==> src/hw/rtl/c8ie_pkg.sv <==
`timescale 1ns / 1ps

package c8ie_pkg;

  localparam int MEM_BYTES   = 4096;
  localparam int MEM_AW      = 12;
  localparam int SCR_W       = 64;
  localparam int SCR_H       = 32;
  localparam int COL_AW      = 6;
  localparam int ROW_AW      = 5;
  localparam int STACK_DEPTH = 16;
  localparam int STK_AW      = 4;
  localparam int STK_CW      = 5;
  localparam int FONT_BYTES  = 80;

  localparam logic [11:0] FONT_BASE = 12'h050;
  localparam logic [11:0] PC_RESET  = 12'h200;
  localparam logic [15:0] OP_CLS    = 16'h00E0;
  localparam logic [15:0] OP_RET    = 16'h00EE;

  // Command codes of the input item.
  localparam logic [2:0] CMD_WRITE = 3'd0;
  localparam logic [2:0] CMD_READ  = 3'd1;
  localparam logic [2:0] CMD_PIXEL = 3'd2;
  localparam logic [2:0] CMD_REG   = 3'd3;
  localparam logic [2:0] CMD_STEP  = 3'd4;

  // Status codes of the result item.
  localparam logic [1:0] ST_OK    = 2'd0;
  localparam logic [1:0] ST_UNK   = 2'd1;
  localparam logic [1:0] ST_UNDER = 2'd2;
  localparam logic [1:0] ST_OVER  = 2'd3;

  // Instruction classes (top nibble).
  localparam logic [3:0] OPC_SYS  = 4'h0;
  localparam logic [3:0] OPC_JP   = 4'h1;
  localparam logic [3:0] OPC_CALL = 4'h2;
  localparam logic [3:0] OPC_SEB  = 4'h3;
  localparam logic [3:0] OPC_SNEB = 4'h4;
  localparam logic [3:0] OPC_SER  = 4'h5;
  localparam logic [3:0] OPC_LD   = 4'h6;
  localparam logic [3:0] OPC_ADD  = 4'h7;
  localparam logic [3:0] OPC_ALU  = 4'h8;
  localparam logic [3:0] OPC_SNER = 4'h9;
  localparam logic [3:0] OPC_LDI  = 4'hA;
  localparam logic [3:0] OPC_JPV  = 4'hB;
  localparam logic [3:0] OPC_RND  = 4'hC;
  localparam logic [3:0] OPC_DRW  = 4'hD;

  // Arithmetic group sub-codes (low nibble).
  localparam logic [3:0] ALU_MOV = 4'h0;
  localparam logic [3:0] ALU_OR  = 4'h1;
  localparam logic [3:0] ALU_AND = 4'h2;
  localparam logic [3:0] ALU_XOR = 4'h3;
  localparam logic [3:0] ALU_ADD = 4'h4;
  localparam logic [3:0] ALU_SUB = 4'h5;
  localparam logic [3:0] ALU_SHR = 4'h6;
  localparam logic [3:0] ALU_SBN = 4'h7;
  localparam logic [3:0] ALU_SHL = 4'hE;

  localparam logic [7:0] FONT [FONT_BYTES] = '{
    8'hF0, 8'h90, 8'h90, 8'h90, 8'hF0, 8'h20, 8'h60, 8'h20, 8'h20, 8'h70,
    8'hF0, 8'h10, 8'hF0, 8'h80, 8'hF0, 8'hF0, 8'h10, 8'hF0, 8'h10, 8'hF0,
    8'h90, 8'h90, 8'hF0, 8'h10, 8'h10, 8'hF0, 8'h80, 8'hF0, 8'h10, 8'hF0,
    8'hF0, 8'h80, 8'hF0, 8'h90, 8'hF0, 8'hF0, 8'h10, 8'h20, 8'h40, 8'h40,
    8'hF0, 8'h90, 8'hF0, 8'h90, 8'hF0, 8'hF0, 8'h90, 8'hF0, 8'h10, 8'hF0,
    8'hF0, 8'h90, 8'hF0, 8'h90, 8'h90, 8'hE0, 8'h90, 8'hE0, 8'h90, 8'hE0,
    8'hF0, 8'h80, 8'h80, 8'h80, 8'hF0, 8'hE0, 8'h90, 8'h90, 8'h90, 8'hE0,
    8'hF0, 8'h80, 8'hF0, 8'h80, 8'hF0, 8'hF0, 8'h80, 8'hF0, 8'h80, 8'h80
  };

  typedef enum logic [4:0] {
    S_CLEAR, S_IDLE, S_RDMEM, S_RDPIX, S_RDREG,
    S_F0, S_F1, S_F2, S_RDX, S_RDY, S_GETY, S_EXEC,
    S_WRF, S_RET, S_DRD, S_DWR, S_RESP
  } state_t;

  typedef struct packed {
    logic       wr_x;
    logic       wr_f;
    logic       skip;
    logic       unknown;
    logic [7:0] val;
    logic       flag;
  } alu_res_t;

endpackage

==> src/hw/rtl/c8ie_alu.sv <==
`timescale 1ns / 1ps

module c8ie_alu (
  input  logic [15:0]        op,
  input  logic [7:0]         vx,
  input  logic [7:0]         vy,
  input  logic [7:0]         rnd,
  output c8ie_pkg::alu_res_t res
);
  import c8ie_pkg::*;

  logic [7:0] nn;
  logic [8:0] sum;

  assign nn  = op[7:0];
  assign sum = {1'b0, vx} + {1'b0, vy};

  always_comb begin
    res = '0;
    unique case (op[15:12])
      OPC_SEB:  res.skip = (vx == nn);
      OPC_SNEB: res.skip = (vx != nn);
      OPC_SER:  res.skip = (vx == vy);
      OPC_SNER: res.skip = (vx != vy);
      OPC_LD: begin
        res.wr_x = 1'b1;
        res.val  = nn;
      end
      OPC_ADD: begin
        res.wr_x = 1'b1;
        res.val  = vx + nn;
      end
      OPC_RND: begin
        res.wr_x = 1'b1;
        res.val  = rnd & nn;
      end
      OPC_ALU: begin
        res.wr_x = 1'b1;
        unique case (op[3:0])
          ALU_MOV: res.val = vy;
          ALU_OR:  res.val = vx | vy;
          ALU_AND: res.val = vx & vy;
          ALU_XOR: res.val = vx ^ vy;
          ALU_ADD: begin
            res.val  = sum[7:0];
            res.flag = sum[8];
            res.wr_f = 1'b1;
          end
          ALU_SUB: begin
            res.val  = vx - vy;
            res.flag = (vx >= vy);
            res.wr_f = 1'b1;
          end
          ALU_SBN: begin
            res.val  = vy - vx;
            res.flag = (vy >= vx);
            res.wr_f = 1'b1;
          end
          ALU_SHR: begin
            res.val  = {1'b0, vy[7:1]};
            res.flag = vy[0];
            res.wr_f = 1'b1;
          end
          ALU_SHL: begin
            res.val  = {vy[6:0], 1'b0};
            res.flag = vy[7];
            res.wr_f = 1'b1;
          end
          default: begin
            res.wr_x    = 1'b0;
            res.unknown = 1'b1;
          end
        endcase
      end
      default: res = '0;
    endcase
  end

endmodule
==> config.mk <==
export PLATFORM = sky130hd
export DESIGN_NAME = c8ie_alu
export DESIGN_NICKNAME = d
export VERILOG_FILES = /design/src/hw/rtl/c8ie_pkg.sv /design/src/hw/rtl/c8ie_alu.sv
export SDC_FILE = /design/constraint.sdc
export NUM_CORES = 1
export LEC_CHECK = 0
export BUFFER_PORTS_ARGS = -buffer_cell sky130_fd_sc_hd__buf_2
export CAP_MARGIN = 20
export CORE_MARGIN = 4
export CORE_UTILIZATION = 54
export DETAILED_ROUTE_END_ITERATION = 6
export PLACE_DENSITY = 0.83
export SYNTH_ARGS = -nofsm -noshare
export SYNTH_HDL_FRONTEND = slang
export SYNTH_SLANG_ARGS = --single-unit
==> constraint.sdc <==
create_clock -name vclk -period 2.8
set_clock_uncertainty 0.2 [all_clocks]
set_input_delay 0.42 -clock vclk [all_inputs]
set_output_delay 0.42 -clock vclk [all_outputs]
set_load 0.03 [all_outputs]
==> impl_results.html, run 1 <==
<table>
<tr><th>Metric</th><th>Value</th></tr>
<tr><th colspan="2">Synth</th></tr>
<tr><td>Number of nets in the synthesized netlist</td><td>about 460</td></tr>
<tr><td>Area of the mapped netlist</td><td>2720 µm²</td></tr>
<tr><td>Gate Count Post-Synth</td><td>between 300 and 400</td></tr>
<tr><td>Total number of yosys warnings</td><td>0</td></tr>
<tr><td>Synthesized area per cell</td><td>7.23 µm²</td></tr>
<tr><td>Sequential cell area fraction in the yosys report</td><td>0</td></tr>
<tr><td>Yosys cell types</td><td>between 70 and 80</td></tr>
<tr><th colspan="2">Floorplan</th></tr>
<tr><td>Die extent in y</td><td>79.0 µm</td></tr>
<tr><td>Floorplan die width</td><td>79.0 µm</td></tr>
<tr><td>Starting utilization of the core area</td><td>0.568</td></tr>
<tr><td>Top-Level Pins</td><td>53</td></tr>
<tr><td>Std-Cell Rows</td><td>25</td></tr>
<tr><th colspan="2">GRT</th></tr>
<tr><td>Maximum number of pins on one net before global-route repair</td><td>19</td></tr>
<tr><th colspan="2">STA</th></tr>
<tr><td>Last worst endpoint in the global-route repair_timing</td><td>res[7]</td></tr>
<tr><td>Worst endpoint type</td><td>output port</td></tr>
<tr><th colspan="2">Outcome</th></tr>
<tr><td>Run status</td><td>did not finish</td></tr>
<tr><td>Tool error</td><td>[ERROR DPL-0038] Utilization greater than 100%, impossible to legalize</td></tr>
<tr><td>Last stage reached</td><td>5_1_grt</td></tr>
<tr><th colspan="2">Placement</th></tr>
<tr><td># port buffers</td><td>49</td></tr>
<tr><td>Final weighted congestion in routability-driven placement</td><td>roughly 1.1</td></tr>
<tr><td>Post-DP HPWL</td><td>9.44 mm</td></tr>
</table>
==> timing repair <==
item | 4_1_cts
hold buffers | 0
pin swaps | 40
gates resized for setup | 83
setup buffers | 10
endpoints found under the setup margin | 9
==> synthesized netlist by cell type (all sizes together) (6+ instances only) <==
cell	instances	share of area
a211oi	7	0.019
a21o	6	0.017
a21oi	27	0.051
a31oi	7	0.016
buf	13	0.035
clkbuf	9	0.031
ha	41	0.19
inv	30	0.041
mux2i	9	0.033
nand2	29	0.040
nand2b	11	0.026
nand3	10	0.018
nor2	25	0.034
nor2b	10	0.023
nor3	14	0.028
o21ai	13	0.024
o22ai	6	0.014
xnor2	7	0.023
==> logic make-up after synthesis <==
family / synth area share
xor gates and xnor gates: 0.0225
AOI/OAI and AO/OA: 0.327
adders and majority gates: 0.218
and+or+nand+nor: 0.265
buffers and inverters: 0.109
muxes: 0.0593
==> stage by stage <==
step	TNS [ns]	instances	util	setup WS (ns)	cell area (µm²)
3_3_place_gp	-2.36	592	0.823	-0.389	3940
4_1_cts	-1.88	602	0.916	-0.330	4380
3_5_place_dp	-3.02	592	0.823	-0.514	3940
2_1_floorplan	-0.103	376	-	-0.0724	2870
==> run 2: changes to the inputs <==
--- a/config.mk
+++ b/config.mk
@@ -8,9 +8,9 @@
 export BUFFER_PORTS_ARGS = -buffer_cell sky130_fd_sc_hd__buf_2
 export CAP_MARGIN = 20
 export CORE_MARGIN = 4
-export CORE_UTILIZATION = 54
+export CORE_UTILIZATION = 40
 export DETAILED_ROUTE_END_ITERATION = 6
-export PLACE_DENSITY = 0.83
+export PLACE_DENSITY_LB_ADDON = 0.15
 export SYNTH_ARGS = -nofsm -noshare
 export SYNTH_HDL_FRONTEND = slang
 export SYNTH_SLANG_ARGS = --single-unit
==> constraint.sdc (replaced) <==
create_clock -name vclk -period 3.6
set_clock_uncertainty 0.2 [all_clocks]
set_input_delay 0.54 -clock vclk [all_inputs]
set_output_delay 0.54 -clock vclk [all_outputs]
set_load 0.03 [all_outputs]
==> run 2 against run 1 <==
  * The flow now finishes without violations
  * Synthesized cell count is the same
  * Area after synthesis is the same
==> impl_results.html, run 2 <==
<table>
<tr><th>Metric</th><th>Value</th></tr>
<tr><th colspan="2">Outcome</th></tr>
<tr><td>Run status</td><td>finished clean</td></tr>
<tr><th colspan="2">Layout</th></tr>
<tr><td>Final-layout clock buffer total</td><td>0</td></tr>
<tr><td>Most common cell after layout, fill and taps aside</td><td>sky130_fd_sc_hd__buf_4</td></tr>
<tr><td>Most used cells in the layout excluding fill and tap cells</td><td>sky130_fd_sc_hd__buf_4 (62), sky130_fd_sc_hd__buf_2 (47), sky130_fd_sc_hd__ha_1 (38)</td></tr>
<tr><td>Total area of multi-input combinational cells</td><td>2510 µm²</td></tr>
<tr><td>Synthesis-to-layout area growth</td><td>26.7%</td></tr>
<tr><td>Share of cells above drive strength 1</td><td>0.305</td></tr>
<tr><td>Number of inserted filler cells in the final layout</td><td>657</td></tr>
<tr><td>Finished layout cell area</td><td>3450 µm²</td></tr>
<tr><td>Sequential cell count of the final layout</td><td>0</td></tr>
<tr><td>Count of non-filler cells in the finished layout</td><td>542</td></tr>
<tr><td>Diode insertion count for antenna repair</td><td>0</td></tr>
<tr><td>Storage element area</td><td>0 µm²</td></tr>
<tr><td>Number of nets in the layout</td><td>552</td></tr>
<tr><th colspan="2">Synth</th></tr>
<tr><td>Yosys cell types</td><td>72 (unchanged)</td></tr>
<tr><td>Top post-synthesis cells by area</td><td>sky130_fd_sc_hd__ha_1 (19%), sky130_fd_sc_hd__a21oi_1 (4.8%), sky130_fd_sc_hd__inv_1 (4.1%)</td></tr>
<tr><td>Ranking of synthesized cells by instance count</td><td>sky130_fd_sc_hd__ha_1 (41), sky130_fd_sc_hd__inv_1 (30), sky130_fd_sc_hd__nand2_1 (29)</td></tr>
<tr><td>Synthesized area per cell</td><td>7.23 µm² (unchanged)</td></tr>
<tr><td>Total number of yosys warnings</td><td>0 (unchanged)</td></tr>
<tr><td>Main combinational cell family by area after synthesis</td><td>compound AO/OA/AOI/OAI gates</td></tr>
<tr><td>Top cell type by total area after synthesis</td><td>sky130_fd_sc_hd__ha_1</td></tr>
<tr><td>Adder-Cell Fraction of Synth Area</td><td>0.218 (unchanged)</td></tr>
<tr><td>Sequential cell area fraction in the yosys report</td><td>0 (unchanged)</td></tr>
<tr><td>Synth Area in Compound Gates</td><td>0.327 (unchanged)</td></tr>
<tr><td>Simple-gate share of the synthesized area</td><td>0.265 (unchanged)</td></tr>
<tr><td>Dominant cell by count in the synthesized netlist</td><td>sky130_fd_sc_hd__ha_1</td></tr>
<tr><td>Share of Yosys cell area claimed by the top area cell type</td><td>0.189 (unchanged)</td></tr>
<tr><td>Share of cell area taken by muxes after synthesis</td><td>0.0593 (unchanged)</td></tr>
<tr><td>Area of the mapped netlist</td><td>2720 µm² (unchanged)</td></tr>
<tr><td>Number of nets in the synthesized netlist</td><td>461 (unchanged)</td></tr>
<tr><td>Gate Count Post-Synth</td><td>376 (unchanged)</td></tr>
<tr><td>Post-synthesis xor/xnor area fraction</td><td>0.0225 (unchanged)</td></tr>
<tr><th colspan="2">GRT</th></tr>
<tr><td>Number of global-route vias before repair</td><td>between 3000 and 4000</td></tr>
<tr><td>Maximum number of pins on one net before global-route repair</td><td>24</td></tr>
<tr><td>Overflow left after global routing</td><td>0</td></tr>
<tr><td>Antenna violations before repair</td><td>0</td></tr>
<tr><td>Global-route usage over all layers</td><td>0.220</td></tr>
<tr><td>Global-route wire length before repair</td><td>15.1 mm</td></tr>
<tr><th colspan="2">STA</th></tr>
<tr><td>Maximum clock rate</td><td>between 200 and 300 MHz</td></tr>
<tr><td>Worst slew margin relative to its limit</td><td>0.538</td></tr>
<tr><td>Fin crit period</td><td>roughly 3.5 ns</td></tr>
<tr><td>Transition at the pin with the smallest max-transition slack</td><td>about 0.69 ns</td></tr>
<tr><td># setup viols final</td><td>0</td></tr>
<tr><td>Count of endpoints failing hold in the final timing report</td><td>0</td></tr>
<tr><td>Worst hold slack across all endpoints</td><td>about 1.3 ns</td></tr>
<tr><td>Fin Setup TNS</td><td>0 ns</td></tr>
<tr><td>Fraction of the cycle the final worst path needs</td><td>0.980</td></tr>
<tr><td>Final Max Slew Viols</td><td>0</td></tr>
<tr><th colspan="2">Drt</th></tr>
<tr><td>Wire length on met2</td><td>4.33 mm</td></tr>
<tr><td>Routed length per placed instance</td><td>17.6 µm</td></tr>
<tr><td>Routed met1 length</td><td>4.34 mm</td></tr>
<tr><td>Detailed-routing iteration count for the pre-antenna-repair pass</td><td>4</td></tr>
<tr><td>Starting DRT DRC Count</td><td>260</td></tr>
<tr><td>Average via count per standard cell</td><td>5.95</td></tr>
<tr><td>DR top layer</td><td>met4</td></tr>
<tr><td>Met3 Wirelength</td><td>619 µm</td></tr>
<tr><td>Number of vias in the routed layout</td><td>3223</td></tr>
<tr><td>DRT Wirelength</td><td>about 9.5 mm</td></tr>
<tr><td>Remaining number of nets flagged by the antenna check after routing</td><td>0</td></tr>
<tr><td>Number of DRC violations after detailed routing</td><td>0</td></tr>
<tr><th colspan="2">Placement</th></tr>
<tr><td># port buffers</td><td>49 (unchanged)</td></tr>
<tr><td>Placed cell count</td><td>542 (-8.4%)</td></tr>
<tr><td>Post-place instance area</td><td>3350 µm² (-15%)</td></tr>
<tr><td>Post-DP HPWL</td><td>7.87 mm (-17%)</td></tr>
<tr><td>Final weighted congestion in routability-driven placement</td><td>1.00 (-8.3%)</td></tr>
<tr><th colspan="2">Critical path</th></tr>
<tr><td>Worst Path Class, Setup</td><td>in2out</td></tr>
<tr><td>Crit path max fanout</td><td>6</td></tr>
<tr><td>End of the critical path</td><td>res[6]</td></tr>
<tr><td>Data required time at the worst endpoint</td><td>between 2 and 3 ns</td></tr>
<tr><td>Crit-path most repeated cell</td><td>sky130_fd_sc_hd__buf_2</td></tr>
<tr><td>Critical-path cell list</td><td>buf_2 -&gt; inv_1 -&gt; ha_1 -&gt; or3_4 -&gt; a31oi_2 -&gt; o21ai_1 -&gt; or4_1 -&gt; a22o_1 -&gt; buf_2</td></tr>
<tr><td>Category of the worst setup path launch point</td><td>input pin</td></tr>
<tr><td>CP startpoint</td><td>vx[1]</td></tr>
<tr><td>Peak per-stage delay on the critical path</td><td>0.55 ns</td></tr>
<tr><td>CP endpoint kind</td><td>primary output</td></tr>
<tr><td>Slowest cell on crit path</td><td>sky130_fd_sc_hd__or4_1</td></tr>
<tr><td>Data arrival, critical path</td><td>2.79 ns</td></tr>
<tr><th colspan="2">Flow run</th></tr>
<tr><td>Number of max-capacitance violations reported</td><td>0</td></tr>
<tr><th colspan="2">Power and ir drop</th></tr>
<tr><td>Max rail drop VDD</td><td>63.9 µV</td></tr>
<tr><td>Static Leakage</td><td>around 1.6 nW</td></tr>
<tr><td>Total power density per cell area</td><td>139 nW/µm²</td></tr>
<tr><td>Post-route total power</td><td>478 µW</td></tr>
<tr><th colspan="2">Floorplan</th></tr>
<tr><td>Starting utilization of the core area</td><td>0.421 (-0.147)</td></tr>
<tr><td>Std-Cell Rows</td><td>29 (+16%)</td></tr>
<tr><td>Core box area</td><td>6460 µm²</td></tr>
<tr><td>Die extent in y</td><td>90.5 µm (+15%)</td></tr>
<tr><td>Total die area</td><td>around 8200 µm²</td></tr>
<tr><td>Floorplan die width</td><td>90.5 µm (+15%)</td></tr>
<tr><td>Top-Level Pins</td><td>53 (unchanged)</td></tr>
<tr><th colspan="2">Worst hold path</th></tr>
<tr><td>Hold Path Class</td><td>in2out</td></tr>
<tr><th colspan="2">CTS</th></tr>
<tr><td>Setup Fix Bufs, Post-CTS</td><td>0 (-10)</td></tr>
<tr><td>CTS hold repair buffers</td><td>0 (unchanged)</td></tr>
</table>
-- run 2: cell counts after synthesis --
No cell type changed its count.
-- run 2: per-layer routing --
| metal | up-vias | track usage |
|---|---|---|
| met5 | - | 0 |
| met4 | 0 | 0.0612 |
| met3 | 20 | 0.0150 |
| met2 | 110 | 0.353 |
| met1 | 1502 | 0.315 |
| li1 | 1591 | - |
-- run 2: timing repair --
action                                 4_1_cts  5_1_grt
pin swaps                                    0        3
endpoints found under the hold margin        0        0
setup endpoints to repair                    1        5
gates resized for setup                      2       22
-- run 2: cells by family after synthesis --
| family | count (synthesis) |
|---|---|
| AOI/OAI and AO/OA | 124 |
| xor gates and xnor gates | 7 |
| and+or+nand+nor | 133 |
| buffers and inverters | 53 |
| muxes | 14 |
| adders and majority gates | 45 |
-- run 2: stage by stage --
step | worst slack [ns] | util
global route | -0.0263 | 0.534
floorplan | 0.219 | -
detailed placement | -0.0544 | 0.518
finish | 0.0735 | 0.534
global placement | -0.0236 | 0.518
CTS | 0.000876 | 0.519
-- run 2: worst min-delay path by stage --
| stage | start | endpoint | slack (ns) | depth (start not counted) |
|---|---|---|---|---|
| floorplan | op[13] | res[10] | 1.07 | 1 |
| global placement | op[13] | res[10] | 1.23 | 3 |
| detailed placement | op[13] | res[10] | 1.25 | 3 |
| CTS | op[13] | res[10] | 1.25 | 3 |
| global route | op[13] | res[10] | 1.28 | 3 |
| finish | op[13] | res[10] | 1.25 | 3 |
-- run 2: worst max-delay path: cells and delay by family --
family,cells,cell delay (ns)
AOI/OAI and AO/OA,3,0.55
buffers and inverters,3,0.31
and+or+nand+nor,2,0.99
adders and majority gates,1,0.39
-- run 2: report_power, final --
group	leakage [nW]	switching [mW]	total, mW	internal, mW
Combinational	1.63	0.267	0.478	0.211
Clock	0	0	0	0
Sequential	0	0	0	0
Total	1.63	0.267	0.478	0.211
-- run 2: area by class of cell --
| class | instances | share of cell area |
|---|---|---|
| multi-input combinational | 323 | 0.730 |
| timing repair buffer | 111 | 0.209 |
| tap | 77 | 0.0279 |
| inverter | 31 | 0.0338 |
(Power assumes the default switching activity.)
